$ cat config.mk
export PLATFORM = sky130hd
export DESIGN_NAME = biquad_highpass_filter
export DESIGN_NICKNAME = d
export VERILOG_FILES = /design/src/rtl/core/bqhp_pkg.sv /design/src/rtl/core/biquad_highpass_filter.sv
export SDC_FILE = /design/constraint.sdc
export NUM_CORES = 1
export LEC_CHECK = 0
export CAP_MARGIN = 20
export CORE_ASPECT_RATIO = 1.4
export CORE_MARGIN = 2
export CORE_UTILIZATION = 30
export DETAILED_ROUTE_END_ITERATION = 12
export DONT_BUFFER_PORTS = 1
export PLACE_DENSITY = 0.42
export RECOVER_POWER = 25
export SYNTH_ARGS = -nofsm -noshare
export SYNTH_HDL_FRONTEND = slang
export SYNTH_SLANG_ARGS = --single-unit
$ cat constraint.sdc
create_clock -name clk -period 8.5 [get_ports clk]
set_clock_uncertainty 0.2 [all_clocks]
set_input_delay 0.425 -clock clk [delete_from_list [all_inputs] [get_ports clk]]
set_output_delay 0.425 -clock clk [all_outputs]
set_load 0.1 [all_outputs]
$ cat src/rtl/core/bqhp_pkg.sv
// ----------------------------------------------------------------------------
// bqhp_pkg
// shared constants and types for the biquad highpass filter
// ----------------------------------------------------------------------------
package bqhp_pkg;

  // coefficient format, signed Q2.30
  localparam int COEF_WIDTH = 32;
  localparam int COEF_FRAC  = 30;

  // fraction bits of the recursive state below the sample lsb
  localparam int STATE_FRAC = 16;

  // configuration register indexes
  localparam int CFG_INDEX_WIDTH = 2;
  localparam logic [CFG_INDEX_WIDTH-1:0] REG_GAIN_A0     = 2'd0;
  localparam logic [CFG_INDEX_WIDTH-1:0] REG_FEEDBACK_B1 = 2'd1;
  localparam logic [CFG_INDEX_WIDTH-1:0] REG_FEEDBACK_B2 = 2'd2;

  // sequencer states, one-hot
  typedef enum logic [4:0] {
    ST_IDLE = 5'b00001,
    ST_FB   = 5'b00010,
    ST_FIX1 = 5'b00100,
    ST_MUL  = 5'b01000,
    ST_FIX2 = 5'b10000
  } bqhp_state_t;

endpackage

$ cat src/rtl/core/biquad_highpass_filter.sv
// ----------------------------------------------------------------------------
// biquad_highpass_filter
// second-order highpass biquad, bit-serial multiply-accumulate datapath
// ----------------------------------------------------------------------------
//
//  channel  | direction | payload                    | handshake
//  ---------+-----------+----------------------------+----------------------
//  in_      | input     | tdata: sample_in           | tvalid / tready
//  out_     | output    | tdata: sample_out          | tvalid / tready
//  cfg_     | input     | index, wdata (32 bit)      | we, no back-pressure
//
//  one request runs N = max(STATE_WIDTH + 2, 47) steps of the shared serial
//  multiplier per pass
//  the multiplier consumes one state bit per cycle for b1*w1 + b2*w2, then
//  one bit per cycle of the serially formed difference w - 2*w1 + w2 for a0
//  synchronous active-low reset clears state, coefficients and control
//  the result sits in an output register; a new request is taken while it
//  waits, and only the final write-back stalls until the slot is free
//
module biquad_highpass_filter #(
  parameter int SAMPLE_WIDTH = 16,
  parameter int STATE_WIDTH  = 48,
  localparam int TDATA_WIDTH = ((SAMPLE_WIDTH + 7) / 8) * 8
) (
  input  logic                                 clk,
  input  logic                                 rst_n,
  // in_tdata: sample_in
  input  logic                                 in_tvalid,
  output logic                                 in_tready,
  input  logic [TDATA_WIDTH-1:0]               in_tdata,
  // out_tdata: sample_out
  output logic                                 out_tvalid,
  input  logic                                 out_tready,
  output logic [TDATA_WIDTH-1:0]               out_tdata,
  input  logic                                 cfg_we,
  input  logic [bqhp_pkg::CFG_INDEX_WIDTH-1:0] cfg_index,
  input  logic [bqhp_pkg::COEF_WIDTH-1:0]      cfg_wdata
);
  import bqhp_pkg::*;

  // serial step count, long enough for the state width and the rounding points
  localparam int N      = (STATE_WIDTH + 2 > COEF_FRAC + STATE_FRAC + 1) ?
                          STATE_WIDTH + 2 : COEF_FRAC + STATE_FRAC + 1;
  localparam int CNT_W  = $clog2(N + 1);
  localparam int AW     = COEF_WIDTH + 4;
  localparam int LO_W   = N - COEF_FRAC;
  localparam int FW1    = AW + LO_W;
  localparam int FW2    = AW + LO_W - STATE_FRAC;
  localparam int X_STEP = COEF_FRAC + STATE_FRAC;

  bqhp_state_t state_r, state_nxt;
  logic [CNT_W-1:0]        cnt_r, cnt_nxt;
  logic [AW-1:0]           acc_r, acc_nxt;
  logic [LO_W-1:0]         lo_r, lo_nxt;
  logic [STATE_WIDTH-1:0]  sh1_r, sh1_nxt;
  logic [STATE_WIDTH-1:0]  sh2_r, sh2_nxt;
  logic [STATE_WIDTH-1:0]  shw_r, shw_nxt;
  logic                    prev1_r, prev1_nxt;
  logic [1:0]              carry_r, carry_nxt;
  logic [SAMPLE_WIDTH-1:0] x_r, x_nxt;
  logic [STATE_WIDTH-1:0]  w_r, w_nxt;
  logic [STATE_WIDTH-1:0]  w1_r, w1_nxt;
  logic [STATE_WIDTH-1:0]  w2_r, w2_nxt;
  logic [COEF_WIDTH-1:0]   a0_r, a0_nxt;
  logic [COEF_WIDTH-1:0]   b1_r, b1_nxt;
  logic [COEF_WIDTH-1:0]   b2_r, b2_nxt;
  logic [SAMPLE_WIDTH-1:0] out_data_r, out_data_nxt;
  logic                    out_valid_r, out_valid_nxt;

  logic                    in_fire;
  logic                    out_free;
  logic                    last_step;
  logic [AW-1:0]           b1_ext, b2_ext, a0_ext, x_ext;
  logic [AW-1:0]           term1, term2, term, term_s, inj;
  logic                    cin;
  logic [AW-1:0]           sum;
  logic [2:0]              dsum;
  logic                    dbit;
  logic [FW1-1:0]          full1;
  logic [FW1-STATE_WIDTH:0] hi1;
  logic [STATE_WIDTH-1:0]  w_sat;
  logic [FW2-1:0]          full2;
  logic [FW2-SAMPLE_WIDTH:0] hi2;
  logic [SAMPLE_WIDTH-1:0] y_sat;

  assign in_tready  = (state_r == ST_IDLE);
  assign in_fire    = in_tvalid & in_tready;
  assign out_free   = ~out_valid_r | out_tready;
  assign out_tvalid = out_valid_r;
  assign out_tdata  = TDATA_WIDTH'(out_data_r);

  assign last_step = (cnt_r == CNT_W'(N - 1));

  // sign-extended operands at accumulator width
  assign b1_ext = {{(AW - COEF_WIDTH){b1_r[COEF_WIDTH-1]}}, b1_r};
  assign b2_ext = {{(AW - COEF_WIDTH){b2_r[COEF_WIDTH-1]}}, b2_r};
  assign a0_ext = {{(AW - COEF_WIDTH){a0_r[COEF_WIDTH-1]}}, a0_r};
  assign x_ext  = {{(AW - SAMPLE_WIDTH){x_r[SAMPLE_WIDTH-1]}}, x_r};

  // serial difference w - 2*w1 + w2, lsb first, +1 enters as the initial carry
  assign dsum      = {2'b00, shw_r[0]} + {2'b00, ~prev1_r} + {2'b00, sh2_r[0]}
                   + {1'b0, carry_r};
  assign dbit      = dsum[0];

  assign term1 = (sh1_r[0] ? b1_ext : '0) + (sh2_r[0] ? b2_ext : '0);
  assign term2 = dbit ? a0_ext : '0;
  assign term  = (state_r == ST_FB) ? term1 : term2;
  // multiplier msb carries negative weight
  assign term_s = last_step ? (~term + AW'(1)) : term;

  // x*2^46 folded into the feedback product, rounding halves injected as carries
  assign inj = ((state_r == ST_FB) && (cnt_r == CNT_W'(X_STEP))) ? x_ext : '0;
  assign cin = ((state_r == ST_FB)  && (cnt_r == CNT_W'(COEF_FRAC - 1))) ||
               ((state_r == ST_MUL) && (cnt_r == CNT_W'(X_STEP - 1)));

  assign sum = acc_r + term_s + inj + AW'(cin);

  // recursive value: product >> 30, saturated to the state width
  assign full1 = {acc_r, lo_r};
  assign hi1   = full1[FW1-1:STATE_WIDTH-1];
  always_comb begin
    if ((&hi1) | ~(|hi1)) begin
      w_sat = full1[STATE_WIDTH-1:0];
    end else if (full1[FW1-1]) begin
      w_sat = {1'b1, {(STATE_WIDTH - 1){1'b0}}};
    end else begin
      w_sat = {1'b0, {(STATE_WIDTH - 1){1'b1}}};
    end
  end

  // output: product >> 46, saturated to the sample width
  assign full2 = {acc_r, lo_r[LO_W-1:STATE_FRAC]};
  assign hi2   = full2[FW2-1:SAMPLE_WIDTH-1];
  always_comb begin
    if ((&hi2) | ~(|hi2)) begin
      y_sat = full2[SAMPLE_WIDTH-1:0];
    end else if (full2[FW2-1]) begin
      y_sat = {1'b1, {(SAMPLE_WIDTH - 1){1'b0}}};
    end else begin
      y_sat = {1'b0, {(SAMPLE_WIDTH - 1){1'b1}}};
    end
  end

  always_comb begin
    state_nxt     = state_r;
    cnt_nxt       = cnt_r;
    acc_nxt       = acc_r;
    lo_nxt        = lo_r;
    sh1_nxt       = sh1_r;
    sh2_nxt       = sh2_r;
    shw_nxt       = shw_r;
    prev1_nxt     = prev1_r;
    carry_nxt     = carry_r;
    x_nxt         = x_r;
    w_nxt         = w_r;
    w1_nxt        = w1_r;
    w2_nxt        = w2_r;
    a0_nxt        = a0_r;
    b1_nxt        = b1_r;
    b2_nxt        = b2_r;
    out_data_nxt  = out_data_r;
    out_valid_nxt = out_valid_r & ~out_tready;

    // coefficient writes, unknown indexes ignored
    if (cfg_we) begin
      case (cfg_index)
        REG_GAIN_A0:     a0_nxt = cfg_wdata;
        REG_FEEDBACK_B1: b1_nxt = cfg_wdata;
        REG_FEEDBACK_B2: b2_nxt = cfg_wdata;
        default:         ;
      endcase
    end

    case (state_r)
      ST_IDLE: begin
        if (in_fire) begin
          x_nxt     = in_tdata[SAMPLE_WIDTH-1:0];
          sh1_nxt   = w1_r;
          sh2_nxt   = w2_r;
          acc_nxt   = '0;
          cnt_nxt   = '0;
          state_nxt = ST_FB;
        end
      end
      ST_FB: begin
        // b1*w1 + b2*w2, one state bit per cycle
        acc_nxt = {sum[AW-1], sum[AW-1:1]};
        lo_nxt  = {sum[0], lo_r[LO_W-1:1]};
        sh1_nxt = {sh1_r[STATE_WIDTH-1], sh1_r[STATE_WIDTH-1:1]};
        sh2_nxt = {sh2_r[STATE_WIDTH-1], sh2_r[STATE_WIDTH-1:1]};
        cnt_nxt = cnt_r + CNT_W'(1);
        if (last_step) begin
          state_nxt = ST_FIX1;
        end
      end
      ST_FIX1: begin
        w_nxt     = w_sat;
        shw_nxt   = w_sat;
        sh1_nxt   = w1_r;
        sh2_nxt   = w2_r;
        prev1_nxt = 1'b0;
        carry_nxt = 2'd1;
        acc_nxt   = '0;
        cnt_nxt   = '0;
        state_nxt = ST_MUL;
      end
      ST_MUL: begin
        // a0 times the difference, formed bit by bit alongside
        acc_nxt   = {sum[AW-1], sum[AW-1:1]};
        lo_nxt    = {sum[0], lo_r[LO_W-1:1]};
        shw_nxt   = {shw_r[STATE_WIDTH-1], shw_r[STATE_WIDTH-1:1]};
        sh1_nxt   = {sh1_r[STATE_WIDTH-1], sh1_r[STATE_WIDTH-1:1]};
        sh2_nxt   = {sh2_r[STATE_WIDTH-1], sh2_r[STATE_WIDTH-1:1]};
        prev1_nxt = sh1_r[0];
        carry_nxt = dsum[2:1];
        cnt_nxt   = cnt_r + CNT_W'(1);
        if (last_step) begin
          state_nxt = ST_FIX2;
        end
      end
      ST_FIX2: begin
        // write back once the output slot is free
        if (out_free) begin
          out_data_nxt  = y_sat;
          out_valid_nxt = 1'b1;
          w2_nxt        = w1_r;
          w1_nxt        = w_r;
          state_nxt     = ST_IDLE;
        end
      end
      default: begin
        state_nxt = ST_IDLE;
      end
    endcase
  end

  always_ff @(posedge clk) begin
    if (!rst_n) begin
      state_r     <= ST_IDLE;
      cnt_r       <= '0;
      out_valid_r <= 1'b0;
      w1_r        <= '0;
      w2_r        <= '0;
      a0_r        <= '0;
      b1_r        <= '0;
      b2_r        <= '0;
    end else begin
      state_r     <= state_nxt;
      cnt_r       <= cnt_nxt;
      out_valid_r <= out_valid_nxt;
      w1_r        <= w1_nxt;
      w2_r        <= w2_nxt;
      a0_r        <= a0_nxt;
      b1_r        <= b1_nxt;
      b2_r        <= b2_nxt;
    end
  end

  // datapath registers, no reset needed
  always_ff @(posedge clk) begin
    acc_r      <= acc_nxt;
    lo_r       <= lo_nxt;
    sh1_r      <= sh1_nxt;
    sh2_r      <= sh2_nxt;
    shw_r      <= shw_nxt;
    prev1_r    <= prev1_nxt;
    carry_r    <= carry_nxt;
    x_r        <= x_nxt;
    w_r        <= w_nxt;
    out_data_r <= out_data_nxt;
  end

`ifndef SYNTH
  // an accepted request starts the feedback pass at step zero
  a_start: assert property (@(posedge clk) disable iff (!rst_n)
    in_fire |=> (state_r == ST_FB) && (cnt_r == '0))
    else $error("feedback pass did not start after request");

  // step counter stays inside the serial length
  a_cnt_range: assert property (@(posedge clk) disable iff (!rst_n)
    ((state_r == ST_FB) || (state_r == ST_MUL)) |-> (cnt_r < CNT_W'(N)))
    else $error("serial step counter out of range");

  // a new result appears only from the write-back state
  a_out_src: assert property (@(posedge clk) disable iff (!rst_n)
    $rose(out_tvalid) |-> $past(state_r == ST_FIX2))
    else $error("output valid rose outside write-back");

  // state registers move only on write-back
  a_state_hold: assert property (@(posedge clk) disable iff (!rst_n)
    (state_r != ST_FIX2) |=> $stable(w1_r) && $stable(w2_r))
    else $error("recursive state changed outside write-back");

  // write-back never overruns a waiting result
  a_no_overrun: assert property (@(posedge clk) disable iff (!rst_n)
    ((state_r == ST_FIX2) && out_valid_r && !out_tready) |=> (state_r == ST_FIX2))
    else $error("write-back overran a pending result");
`endif

endmodule

* Yosys cells after proc, flatten, opt, wreduce, memory -nomap -nowiden
Cells that the tools add are included.
** Storage, ports and cells
- Bits in latches :: 0
- ROM bits :: 0
- RAM bits :: 0
- Memories :: 0
- Bits of input ports :: 55
- Register bits :: 487
** Operators by class
- Shift-type cells :: 0
- Mux-type cells :: 28
- Multipliers :: 0
- Reductions and logical operators :: 22
- Bitwise gates (word level) :: 13
- Div/mod/pow operators :: 0
- Equal/unequal tests :: 15
- Add/subtract/negate cells :: 9
- Order comparisons :: 0
** Operator list (number)
- 48-bit case mux with 3 select lines :: 2
- 36-bit two-way mux :: 7
- 48-bit two-way mux :: 4
- 36-bit adder :: 3
- 36-bit case mux with 3 select lines :: 1
- 48-bit case mux with 2 select lines :: 1
- 36-bit by 1-bit adder with 36-bit output :: 1
- 36-bit by 1-bit adder with 36-bit output (second input constant) :: 1
- 36-bit inverter :: 1
- 16-bit two-way mux :: 2
- 5-bit case mux with 5 select lines :: 1
- 25-bit AND reduction :: 1
- 25-bit OR reduction :: 1
- 5-bit two-way mux :: 4
- 6-bit equality test (second input constant) :: 3
- 6-bit case mux with 3 select lines :: 1
- 2-bit AND reduction :: 7
- 9-bit AND reduction :: 1
- 9-bit OR reduction :: 1
- 1-bit inverter :: 7
- 6-bit by 1-bit adder with 6-bit output (second input constant) :: 1
- 6-bit by 5-bit equality test with 1-bit output (second input constant) :: 1
- 6-bit two-way mux :: 1
- 2-bit inequality test (second input constant) :: 3
- 24 further kinds :: 31

* Depth between registers and ports, before layout
Gate-level depths: netlist of the first run.
- Depth after elaboration :: 13
- Gate-level depth with buffers :: 31

* Worst setup path before layout of the first run
No wires, ideal clock.
- Path type :: register to register
- Start point :: register sh2_r[0]
- End point :: register acc_r[34], data pin
- Buffers on the path :: 2
- Cell stages (with the launch flop) :: 31
- Setup time :: 0.258 ns
- Path slack :: 1.367 ns
- Required time :: 8.042 ns
- Arrival :: 6.675 ns
- Cell sequence :: edfxtp_1 > clkbuf_1 > inv_1 > fa_1 > inv_1 > ha_1 > clkbuf_1 > and3_1 > a21oi_1 > ha_1 > o21ai_0 > nor4_1 > nand2_1 > nor2_1 > nand4_1 > or2_2 > o31ai_1 > xor2_1 > fa_1 > inv_1 > ha_1 > and3_1 > a221o_1 > a21oi_1 > a31oi_1 > o41ai_1 > nor3_1 > o31ai_1 > xnor2_1 > nand2b_1 > mux2i_1
** On the way
- Cells in the longest elaborated chain, start to end :: 11
- Elaborated cells between the ends (all ways) :: 13
- Those cells by class :: add/sub: 7; mux: 5; bitwise: 1
** Ends and longest elaborated chain
- start: declaration :: RTL line biquad_highpass_filter.sv:56 : logic [STATE_WIDTH-1:0] sh2_r, sh2_nxt;
- start signal: assignment :: RTL line biquad_highpass_filter.sv:264 : sh2_r <= sh2_nxt;
- branches (longest 3 deep; another with 36-bit adder)
- 36-bit two-way mux * :: RTL line biquad_highpass_filter.sv:107 : assign term = (state_r == ST_FB) ? term1 : term2;
- 36-bit inverter :: RTL line biquad_highpass_filter.sv:109 : assign term_s = last_step ? (~term + AW'(1)) : term;
- 36-bit by 1-bit adder with 36-bit output :: RTL line biquad_highpass_filter.sv:109
- 36-bit two-way mux * :: RTL line biquad_highpass_filter.sv:109
- 36-bit adder * (2 in a row) :: RTL line biquad_highpass_filter.sv:116 : assign sum = acc_r + term_s + inj + AW'(cin);
- 36-bit by 1-bit adder with 36-bit output * :: RTL line biquad_highpass_filter.sv:116
- 36-bit case mux with 3 select lines * :: RTL line biquad_highpass_filter.sv:174 : case (state_r)
- end signal: assignment :: RTL line biquad_highpass_filter.sv:261 : acc_r <= acc_nxt;
- end: declaration :: RTL line biquad_highpass_filter.sv:53 : logic [AW-1:0] acc_r, acc_nxt;
Mark *: on every way between the ends.
A chain may end at the register's enable or synchronous reset.

* Worst setup path in the final report of the first run
Same ends and word-level chain as after synthesis.

==> results of run 1 <==
-- power breakdown --
group          internal, mW  switching, mW  leakage (nW)
registers              2.75          0.128          4.29
logic                 0.290          0.582          5.88
clock network          1.28           1.00         0.847
-- kinds of logic (layout without fill, tap and decap cells) --
| kind of cell | after synthesis | in the layout |
|---|---|---|
| and+or+nand+nor | 1098 | 1098 |
| AOI/OAI and AO/OA | 538 | 538 |
| DFF | 486 | 486 |
| buffers and inverters | 281 | 323 |
| adders and majority gates | 111 | 111 |
| xor gates and xnor gates | 77 | 77 |
| muxes | 48 | 48 |
| other | 0 | 2 |
-- per-stage QoR --
stage               hold WS [ps]  std cells  util, %  area [um2]  setup slack (ps)
floorplan                    227       2639        -       25200              1370
global placement             241       3606     31.6       26300               776
detailed placement           238       3606     31.6       26300               754
CTS                         4.11       3760     34.3       28600               734
global route                59.2       3761     34.3       28500              50.4
finish                      54.1       3762     34.3       28500               729
-- worst reg2reg max path, delay by kind of cell, from the launching register on --
kind	cells	cell delay, ps
muxes	1	80
DFF	1	350
AOI/OAI and AO/OA	8	1930
adders and majority gates	5	1870
buffers and inverters	4	610
and+or+nand+nor	10	2220
xor gates and xnor gates	2	290
-- timing repair --
| item | in CTS | in global routing |
|---|---|---|
| hold buffers | 53 | 0 |
| hold endpoints to repair | 220 | 0 |
| buffers inserted | 0 | 0 |
| gates resized for setup | 0 | 0 |
-- sequential cells by signal, summed over array words and instances (netlist names) --
| name | cells |
|---|---|
| a0_r | 32 |
| acc_r | 35 |
| b1_r | 32 |
| b2_r | 32 |
| carry_r | 2 |
| cnt_r | 6 |
| lo_r | 20 |
| out_tdata | 16 |
| out_tvalid | 1 |
| prev1_r | 1 |
| sh1_r | 48 |
| sh2_r | 48 |
| shw_r | 48 |
| state_r | 5 |
| w1_r | 48 |
| w2_r | 48 |
| w_r | 48 |
| x_r | 16 |
-- routing by layer --
metal	GRT usage (%)	up-vias	routed length [um]
met3	2.20	102	2000
met5	0	-	0
met1	19.6	8934	30500
met4	4.71	0	1770
met2	28.3	277	34100
li1	-	9009	-
-- area by class of cell --
class / count / area (um2) / area share, %
diodes: 2 / 5.00 / 0.0175
clock buffers: 77 / 1560 / 5.47
clock inverters: 24 / 183 / 0.640
inverters: 142 / 538 / 1.89
multi-input cells: 1872 / 11600 / 40.7
flip-flops and latches: 486 / 12600 / 44.0
well taps: 1079 / 1350 / 4.73
repair buffers: 80 / 733 / 2.57
-- path summary, 6_finish.rpt --
path                            startpoint  slack, ps          to  cells after the start
worst min register to register    lo_r[13]        260    lo_r[12]                      0
worst max register to register    sh2_r[0]        730   acc_r[34]                     30
worst min-delay path            out_tready         50  out_tvalid                      2
worst max-delay path              sh2_r[0]        730   acc_r[34]                     30
-- cell usage in the layout (no fill, tap or decap), types with 6 or more instances in the layout --
master / netlist / layout
a21oi_1: 65 / 64
clkbuf_16: 0 / 55
clkbuf_8: 3 / 10
o21ai_0: 71 / 70
or3_1: 8 / 8
o31ai_1: 7 / 7
xor2_1: 33 / 33
a31oi_1: 12 / 12
buf_4: 1 / 22
clkbuf_1: 120 / 16
fa_1: 39 / 39
nor2b_1: 8 / 8
nor3_1: 24 / 25
a211o_1: 8 / 8
mux2_2: 47 / 47
xnor2_1: 44 / 44
o21a_1: 12 / 12
nand2_1: 761 / 759
and3_1: 17 / 17
a211oi_1: 7 / 7
and2_1: 72 / 72
dfxtp_1: 204 / 204
o21ai_1: 6 / 6
dlygate4sd3_1: 0 / 52
inv_1: 141 / 139
clkinv_2: 0 / 13
edfxtp_1: 282 / 282
o21bai_1: 7 / 7
ha_1: 72 / 72
nand3_1: 21 / 21
nor4_1: 12 / 11
a21o_1: 76 / 76
nor2_1: 87 / 86
nand2b_1: 19 / 18
nand4_1: 25 / 25
a21boi_0: 199 / 198
==> metrics list, run 1 <==
- In the final design database the tool counted roughly 2,800 nets.
* Die area: about 0.087 mm2
- For the worst setup path, the data arrival time is 7950 ps.
- Power spread over the standard cell area amounts to approximately 210 mW/mm2.
* Core ar.: between 0.08 and 0.09 mm2
- Of all flip-flops after synthesis, the portion carrying an async set or reset was 0%.
* GRT Total Usage: between 10% and 20%
- For the final routed database, the setup TNS stands at 0 ps.
- Top-level I/O count: between 70 and 80
- The run finished, with violations left.
- Growth of design area from synthesis to finish: 13.0%
- Req. time, crit path: 8680 ps
- Total of endpoints with negative setup slack in the final report: 0
- Starting density of the core: between 30 and 40%
- Across the VDD grid, the largest voltage drop is about 0.00014 V.
- The die is around 350 um tall.
- Worst-margin pin slew: just under 7000 ps
- Routed wire length per instance: roughly 18 um
* Maximum level of the CTS H-tree: 2
- Layout cell share with drive strength beyond 1: approximately 7.4%
- Simple-gate area share of the yosys netlist: between 10% and 20%
- CTS tree: yes
* Worst hold path class: primary input to register
- Maximum count of clock buffers along a single path: 3
- The number of hold-slack violations in the final timing report came to 0.
- The number of pins with negative max-slew slack in the final report was around 370.
- After clock tree synthesis, the clock-pin slew on the worst setup and hold paths is around 60 ps.
* XOR/XNOR Fraction of Synth Area: under 10%
- Clock Latency Late Sink: between 600 and 700 ps
- Overall power after layout: approximately 6 mW
- Largest fanout on the critical path: 32
- The root buffer cell chosen for the clock tree is clkbuf_16.
* Top post-synthesis cells by area: edfxtp_1, dfxtp_1, nand2_1
- Buffers on Ports: 0
- Post-synthesis sequential area ratio: ~50%
- Most common cell in the netlist: nand2_1
* Weighted congestion reported at the end of routability-driven placement: between 0.8 and 0.9
- Kind of critical path: register to register
* Most frequent cells after synthesis: nand2_1, edfxtp_1, dfxtp_1
- Final period util: between 90% and 100%
* Vias per inst: roughly 4.9
- Synthesis produced a netlist with a net count of ~2,800.
- Inserted Clock Buffers: 54
- Buffers plus inverters on the worst setup path: 4
- For this run, the number of Yosys warnings is 0.
- Die span in x: 249 um
- Most frequent cell on the critical path: ha_1
- Clock sinks: approximately 490
- In the synthesized netlist, the number of instances is about 2,600.
* Cell area after synthesis: 0.0252 mm2
* Unrepaired setup endpoints after global routing: false
- The largest single stage delay on the critical path is around 560 ps.
* Critical path endpoint category: register
* GR Overflow Total: 0
- Worst path slowest cell: fa_1
- Min Tclk post-route: roughly 7800 ps
- HPWL reported at the end of detailed placement: about 46 mm
* Site Rows: approximately 130
* Count of flip-flops with a built-in enable after synthesis: between 200 and 300
- Number of inserted filler cells in the final layout: ~8,500
- Violations in the final reports: capacitance limit, slew limit
- The first detailed-routing pass ran for 5 iterations.
- Combinational family with the most area after synthesis: simple AND/OR/NAND/NOR gates
- Cell family with most CP delay: simple AND/OR/NAND/NOR gates
* Crit start category: register
- Measured against the total synthesized area, the mux share comes to 2.14%.
* Global-route wire length before repair: roughly 110 mm
- Dominant cell type by area after synthesis: edfxtp_1
* Share of Yosys cell area claimed by the top area cell type: ~34%
* Synthesized-area fraction occupied by ao, oa, aoi and oai cells: 15.1%
- Standby leakage power: around 11 nW
* Max-capacitance violation count: 5
* Post-synthesis share of cell area spent on full adders, half adders and majority gates: 6.66%
- In this run, the number of DRC markers left after iteration 0 of detailed routing was roughly 980.
* Max Clock Freq: around 130 MHz
- Number of global-route vias before repair: about 19,000
- Entering global routing, the biggest net connects 198 pins.
- Summing over every cut layer, the via total after detailed routing is approximately 18,000.
- Yosys mapped the design onto 93 distinct sky130hd cell types.
- Headroom to the max-slew limit came out at -359%.
* Sum of routed wire length over all layers: 68.4 mm
- For this run, design rule violations remaining after detail routing come to 0.
- Flip-flop cell with the highest count after synthesis: edfxtp_1
- Flip-flop and latch count after synthesis: between 400 and 500
* Number of nets with antenna violations after routing: 0
* Initial antenna violation count: 2
- Synthesized area per cell: around 9.6 um2
(Power assumes the default switching activity.)
==> run 2: changes to the inputs <==
--- a/config.mk
+++ b/config.mk
@@ -5,6 +5,7 @@
 export SDC_FILE = /design/constraint.sdc
 export NUM_CORES = 1
 export LEC_CHECK = 0
+export ABC_AREA = 1
 export CAP_MARGIN = 20
 export CORE_ASPECT_RATIO = 1.4
 export CORE_MARGIN = 2
==> run 2 against run 1 <==
The run still ends with capacitance limit, slew limit left. Critical path depth decreased by 25. Clock power increased by 4%. Fmax increased by 9.4%. Sequential cell count unchanged. Clock-buffer cell count increased by 2. Core utilization about the same. Sequential share of layout area decreased by 0.58 points. Largest cell class unchanged. Largest power group unchanged.
==> metrics list, run 2 <==
* Outcome: complete, but fails checks (unchanged)
* Violations in the final reports: capacitance limit, slew limit (unchanged)
- Cell area after synthesis: 0.0255 mm2 (was 0.0252 mm2)
- Worst rel slew slack: -350% (was -359%)
- Most common cell after layout, fill and taps aside: nand2_1 (unchanged)
- Synthesized area per cell: 7.84 um2 (was 9.56 um2)
- The post-cts resize count came to 0 (unchanged).
- Top library cells by usage in the layout, fill and taps aside: nand2_1, nor2_1, inv_1 (was nand2_1, edfxtp_1, dfxtp_1)
- The cell with the largest stage delay on the worst path was clkdlybuf4s25_1 (was fa_1).
- The data required time of the critical path is 8860 ps (was 8680 ps).
* WP data arrival: 7470 ps (was 7950 ps)
- Worst hold path class: primary input to register (unchanged)
* Number of nets with antenna violations after routing: 0 (unchanged)
- GRT Total Usage: 17.4% (was 15.8%)
* First drt pass iteration count: 5 (unchanged)
* Unrepaired setup endpoints after global routing: false (unchanged)
- Max Clock Freq: 141 MHz (was 129 MHz)
* Largest net degree at the start of global routing: 197 (was 198)
- Most common cell in the netlist: nand2_1 (unchanged)
* Weighted congestion reported at the end of routability-driven placement: 0.901 (was 0.859)
- The wire length of the first global-routing pass is 120 mm (was 109 mm).
* Core ar.: 0.0843 mm2 (was 0.0832 mm2)
* Largest fanout on the critical path: 196 (was 32)
- The highest cell delay on the worst timing path is 4730 ps (was 560 ps).
* Proportion of synthesized flip-flops having asynchronous set or reset: 0% (unchanged)
- Number of buffers inserted to repair setup after CTS: 0 (unchanged)
- The starting density of the core is 30.3% (about the same).
* GR Overflow Total: 0 (unchanged)
- Traced cell by cell, the critical path runs through clkdlybuf4s25_1 -> inv_1 -> nor2_1 -> o21ai_0 -> a21oi_1.
- The aggregate negative setup slack was 0 ps (unchanged).
- Routed wire length per instance: 17.2 um (was 18.2 um)
- The instance count of the mapped netlist was 3,254 (was 2,639).
* Die span in x: 251 um (was 249 um)
* Distinct cell type count after synthesis: 52 (was 93)
* Final period util: 83.6% (was 91.4%)
- CTS tree: yes (unchanged)
- The clock latency on the worst-skew pair was 630 ps (about the same).
- The dominant register cell in the synthesized netlist is edfxtp_1 (unchanged).
- The number of nets in the final layout is 3,423 (was 2,802).
* Number of global-route vias before repair: 20,900 (was 18,700)
- Count of flip-flops with a built-in enable after synthesis: 282 (unchanged)
- Total of endpoints with negative setup slack in the final report: 0 (unchanged)
* Total number of yosys warnings: 0 (unchanged)
- Crit start category: primary input (was register)
- Critical path endpoint category: register (unchanged)
- Most frequent cells after synthesis: nand2_1, nor2_1, inv_1 (was nand2_1, edfxtp_1, dfxtp_1)
- Final Hold Fails: 0 (unchanged)
* Flip-flop and latch count after synthesis: 486 (unchanged)
- Number of pins with negative max-slew slack in the final report: 352 (was 367)
- The dominant cell type by area after synthesis is edfxtp_1 (unchanged).
- The end-of-flow core utilization is 34.3% (about the same).
- # hold bufs at CTS: 52 (was 53)
* Worst-margin pin slew: 6740 ps (was 6880 ps)
- The die area was 0.0875 mm2 (was 0.0865 mm2).
- Vias per inst: 4.69 (was 4.87)
- The share of final-layout standard cells stronger than drive strength 1 was 4.15% (was 7.42%).
- The number of buffers on the longest clock path is 3 (unchanged).
* IR Drop Worst-Case VDD: 0.000232 V (was 0.000136 V)
- The number of I/O port buffers came to 0 (unchanged).
- The minimum clock period was 7110 ps (was 7770 ps).
- The clock edge transition at the registers on the reported setup and hold paths is 60 ps (about the same).
- Initial antenna violation count: 3 (was 2)
- Die Height: 349 um (was 347 um)
- The cell row count is 126 (was 125).
- The TritonCTS sink count was 486 (unchanged).
- Root Buffer: clkbuf_16 (unchanged)
* Pwr per Cell Area: 286 mW/mm2 (was 212 mW/mm2)
- The count of max-cap constraint violations came to 4 (was 5).
- Growth of design area from synthesis to finish: 13.3% (was 13.0%)
- Syn nets: 3,420 (was 2,805)
- Share of Yosys cell area claimed by the top area cell type: 33.2% (was 33.6%)
* Inserted Clock Buffers: 52 (was 54)
- The critical path class is primary input to register (was register to register).
- The worst hold slack came to 143 ps (was 54.1 ps).
- Standby leakage power: 13.3 nW (was 11.0 nW)
- Top post-synthesis cells by area: edfxtp_1, dfxtp_1, nand2_1 (unchanged).
- The HPWL after detailed placement is 53.5 mm (was 46.4 mm).
- The routed via count came to 20,600 (was 18,300).
- Sum of routed wire length over all layers: 75.7 mm (was 68.4 mm)
* Maximum level of the CTS H-tree: 2 (unchanged)
- DRC: 0 (unchanged)
- The I/O pin count was 73 (unchanged).
- The post-synthesis sequential area ratio came to 49.2% (was 49.7%).
- Starting DRT DRC Count: 1,172 (was 976)
-- run 2: power by group --
part / internal [mW] / leakage (nW) / switching (mW)
clock network: 1.37 / 0.879 / 1.00
registers: 3.23 / 4.34 / 0.223
logic: 0.606 / 8.04 / 1.84
total: 5.21 / 13.3 / 3.07
-- run 2: routing by layer --
layer | vias to the layer above | part of all wire [%] | routed length [um] | track usage [%]
met5 | - | 0 | 0 | 0
met4 | 0 | 3.0 | 2250 | 5.54
met3 | 112 | 3.4 | 2580 | 2.12
met2 | 360 | 52 | 39600 | 32.8
met1 | 9714 | 41 | 31300 | 20.2
li1 | 10400 | - | - | -
-- run 2: area by class of cell --
cell class,instances,area (um2)
Clock inverter,19,206
Timing Repair Buffer,81,739
Inverter,447,1690
Sequential cell,486,12600
Antenna cell,4,10.0
Multi-Input combinational cell,2189,10800
Fill cell,8876,55400
Tap cell,1088,1360
Clock buffer,79,1570
-- run 2: kinds of logic after synthesis --
| kind of cell | after synthesis | share of synthesized area [%] |
|---|---|---|
| fa+ha+maj | 111 | 6.59 |
| buf+inv | 579 | 8.65 |
| xor+xnor | 33 | 1.13 |
| compound gates | 525 | 10.7 |
| flops | 486 | 49.2 |
| simple gates | 1520 | 23.7 |
-- run 2: worst paths after layout --
path	startpoint	end	slack, ps	cells after the start
worst max-delay path	rst_n	cnt_r[5]	1390	5
worst min register to register	b2_r[13]	b2_r[13]	250	2
worst min-delay path	cfg_we	a0_r[15]	140	3
worst max register to register	sh2_r[0]	acc_r[26]	1560	34
-- run 2: through the flow --
stage | std cells | setup slack, ps | instance area [um2] | power (mW)
floorplan | 3254 | 2570 | 25500 | 5.10
global placement | 4236 | 1650 | 26600 | 5.92
detailed placement | 4237 | 1570 | 26600 | 5.93
CTS | 4387 | 1560 | 28900 | 8.40
global route | 4390 | 566 | 28900 | 8.82
finish | 4393 | 1390 | 28900 | 8.28
-- run 2: worst max-delay path: cells and delay by family --
kind | cells | cell delay, ps
AO/OA/AOI/OAI | 2 | 290
buffers and inverters | 2 | 5860
AND/OR/NAND/NOR | 1 | 510
==> run 3: changes to the inputs <==
--- a/config.mk
+++ b/config.mk
@@ -12,7 +12,7 @@
 export CORE_UTILIZATION = 30
 export DETAILED_ROUTE_END_ITERATION = 12
 export DONT_BUFFER_PORTS = 1
-export PLACE_DENSITY = 0.42
+export PLACE_DENSITY = 0.43
 export RECOVER_POWER = 25
 export SYNTH_ARGS = -nofsm -noshare
 export SYNTH_HDL_FRONTEND = slang
==> constraint.sdc (replaced) <==
create_clock -name clk -period 6.5 [get_ports clk]
set_clock_uncertainty 0.2 [all_clocks]
set_input_delay 0.325 -clock clk [delete_from_list [all_inputs] [get_ports clk]]
set_output_delay 0.325 -clock clk [all_outputs]
set_load 0.1 [all_outputs]
==> run 3 against run 2 <==
Final cell count is 0.30% higher. Setup slack worse by 910 ps. Die area stayed put. The run still ends with capacitance limit, slew limit left. Clock-buffer cell count is 2 lower.
==> metrics list, run 3 (synthesis gave the netlist of run 2 again) <==
- Outcome: complete, but fails checks (unchanged)
- Violations in the final reports: capacitance limit, slew limit (unchanged).
- Global-route wire length before repair: 118 mm (was 120 mm)
- Multi-input logic area: 0.0110 mm2 (was 0.0108 mm2)
- Die area: 0.0875 mm2 (unchanged)
- Final Hold Fails: 0 (unchanged)
- Number of global-route vias before repair: 20,800 (was 20,900)
- The total power per unit cell area was 370 mW/mm2 (was 286 mW/mm2).
- Largest fanout on the critical path: 31 (was 196)
- GR Overflow Total: 0 (unchanged)
- Switching share of power: 37.1% (was 37.0%)
* Inserted Diodes: 0 (was 4)
* Register area: 0.0126 mm2 (unchanged)
* GRT Total Usage: 17.2% (was 17.4%)
- The routability congestion estimate came to 0.898 (was 0.901).
* Largest net degree at the start of global routing: 197 (unchanged)
- The worst setup margin was 487 ps (was 1390 ps).
* Routed wire length per instance: 17.0 um (was 17.2 um)
* Kind of critical path: register to register (was primary input to register)
- The launch instance of the worst register-to-register path is sh2_r[0] (unchanged).
- Worst path slowest cell: fa_1 (was clkdlybuf4s25_1)
* Site Rows: 126 (unchanged)
- Combinational power share: 30.6% (was 29.6%)
- Startpoint of the most critical hold path: cfg_we (unchanged)
- The die boundary height came to 349 um (unchanged).
- The transition time at the pin with the least slew margin was 3720 ps (was 6740 ps).
* First drt pass iteration count: 5 (unchanged)
- The worst setup slack after placement came to 123 ps (was 1570 ps).
* Standby leakage power: 13.3 nW (about the same)
- CTS tree: yes (unchanged)
- Critical path endpoint category: register (unchanged)
* Clock Latency Late Sink: 630 ps (about the same)
- Worst Hold Depth: 3 (unchanged)
- Maximum level of the CTS H-tree: 2 (unchanged)
* Number of nets with antenna violations after routing: 0 (unchanged)
- DRC: 0 (unchanged)
- The number of buffers created by CTS came to 50 (was 52).
* Top-level I/O count: 73 (unchanged)
* Cell depth of the worst flop-to-flop path: 37 (was 34)
- Number of non-filler instances in the completed layout: 4,406 (was 4,393)
* Sequential Power Share: 41.7% (about the same)
- Layout cell share with drive strength beyond 1: 5.94% (was 4.15%)
* Clock sinks: 486 (unchanged)
- The count of max-cap constraint violations was 4 (unchanged).
- Maximum count of clock buffers along a single path: 3 (unchanged)
* Number of inserted filler cells in the final layout: 8,990 (was 8,876)
* Initial antenna violation count: 0 (was 3)
- Core ar.: 0.0843 mm2 (unchanged)
- The number of nets in the final layout came to 3,443 (was 3,423).
* Total Neg Setup Slack: 0 ps (unchanged)
- The peak supply drop came to 0.000300 V (was 0.000232 V).
- The number of setup violations in the final report came to 0 (unchanged).
- The endpoint of the worst register-to-register path was acc_r[34] (was acc_r[26]).
- The root buffer selected by CTS was clkbuf_16 (unchanged).
- The detail-routed via count per cell was 4.62 (was 4.69).
- The clock edge transition at the registers on the reported setup and hold paths was 70 ps (was 60 ps).
- The routed via count was 20,300 (was 20,600).
- Crit start category: register (was primary input)
- Final period util: a little over 90%
- Most frequent cell on the critical path: nand2_1
- Number of pins with negative max-slew slack in the final report: 373 (was 352)
- Core Util, Final: 34.6% (was 34.3%)
- Unrepaired setup endpoints after global routing: true (was false)
- Starting density of the core: 30.3% (unchanged)
* Growth of design area from synthesis to finish: 14.2% (was 13.3%)
- Most common cell after layout, fill and taps aside: nand2_1 (unchanged)
* Total net switching power: 4.00 mW (was 3.07 mW)
- The critical path arrival is 6200 ps (was 7470 ps).
- Top library cells by usage in the layout, fill and taps aside: nand2_1, nor2_1, inv_1 (unchanged)
- Max Clock Freq: approximately 170 MHz
* Sum of routed wire length over all layers: 74.9 mm (was 75.7 mm)
- Clk network pwr share: 27.7% (was 28.7%)
* Worst rel slew slack: -148% (was -350%)
* Number of instances in the placed design: 4,260 (was 4,237)
- The horizontal die dimension was 251 um (unchanged).
- The number of I/O port buffers was 0 (unchanged).
* HPWL reported at the end of detailed placement: 52.4 mm (was 53.5 mm)
- The register-to-register setup slack was 490 ps (was 1560 ps).
- The count of routing violations after the opening detailed-route iteration came to 1,000 (was 1,172).
* Min Tclk post-route: between 6000 and 7000 ps
- The highest cell delay on the worst timing path was 500 ps (was 4730 ps).
* Worst hold path class: primary input to register (unchanged)
* End point of the worst hold path: a0_r[15] (unchanged)
- Req. time, crit path: 6690 ps (was 8860 ps)
* Cell internal pwr: 6.78 mW (was 5.21 mW)
## run 3: final cells by class
class	count	share of cell area, %
Clock buffer	77	5.07
Clock inverter	16	0.683
Inverter	447	5.79
Multi-Input combinational cell	2189	37.6
Sequential cell	486	43.1
Tap cell	1088	4.67
Timing Repair Buffer	103	3.13
## run 3: power groups by stage
| stage | sequential (mW) | clock [mW] | combinational (mW) |
|---|---|---|---|
| floorplan | 4.50 | 0 | 2.17 |
| global placement | 4.56 | 0 | 3.25 |
| detailed placement | 4.56 | 0 | 3.24 |
| CTS | 4.50 | 3.09 | 3.31 |
| global route | 4.56 | 3.18 | 3.75 |
| finish | 4.49 | 2.99 | 3.30 |
## run 3: critical path: cells and delay by family (launching register included)
kind                       cells  cell delay (ps)
buffers and inverters          7              670
xor gates and xnor gates       1              180
AOI/OAI and AO/OA              5              830
and+or+nand+nor               21             2200
DFF                            1              460
adders and majority gates      3             1210
## run 3: worst max path at each step
stage | start | end | slack [ps]
2_1_floorplan | sh2_r[0] | acc_r[26] | 570
3_3_place_gp | sh1_r[0] | acc_r[34] | 120
3_5_place_dp | sh2_r[0] | acc_r[26] | 120
4_1_cts | sh2_r[0] | acc_r[26] | 90
5_1_grt | sh2_r[0] | acc_r[34] | -50
6_report | sh2_r[0] | acc_r[34] | 490
## run 3: per-layer routing
layer	up-vias	track usage, %	share of wire (%)
li1	10500	-	-
met1	9548	19.3	41
met2	239	33.0	53
met3	106	2.17	2.6
met4	0	6.06	3.3
met5	-	0	0
## run 3: repair_timing
action	4_1_cts	5_1_grt
endpoints found under the hold margin	216	0
setup buffers	0	1
gates resized for setup	0	57
hold buffers	52	0
endpoints found under the setup margin	0	11
## run 3: per-stage QoR
step                hold slack [ps]  power [mW]  cell area (um2)
floorplan                       220        6.67            25500
global placement                224        7.80            26800
detailed placement              224        7.80            26800
CTS                            27.0        10.9            29000
global route                   69.5        11.5            29100
finish                         55.5        10.8            29100
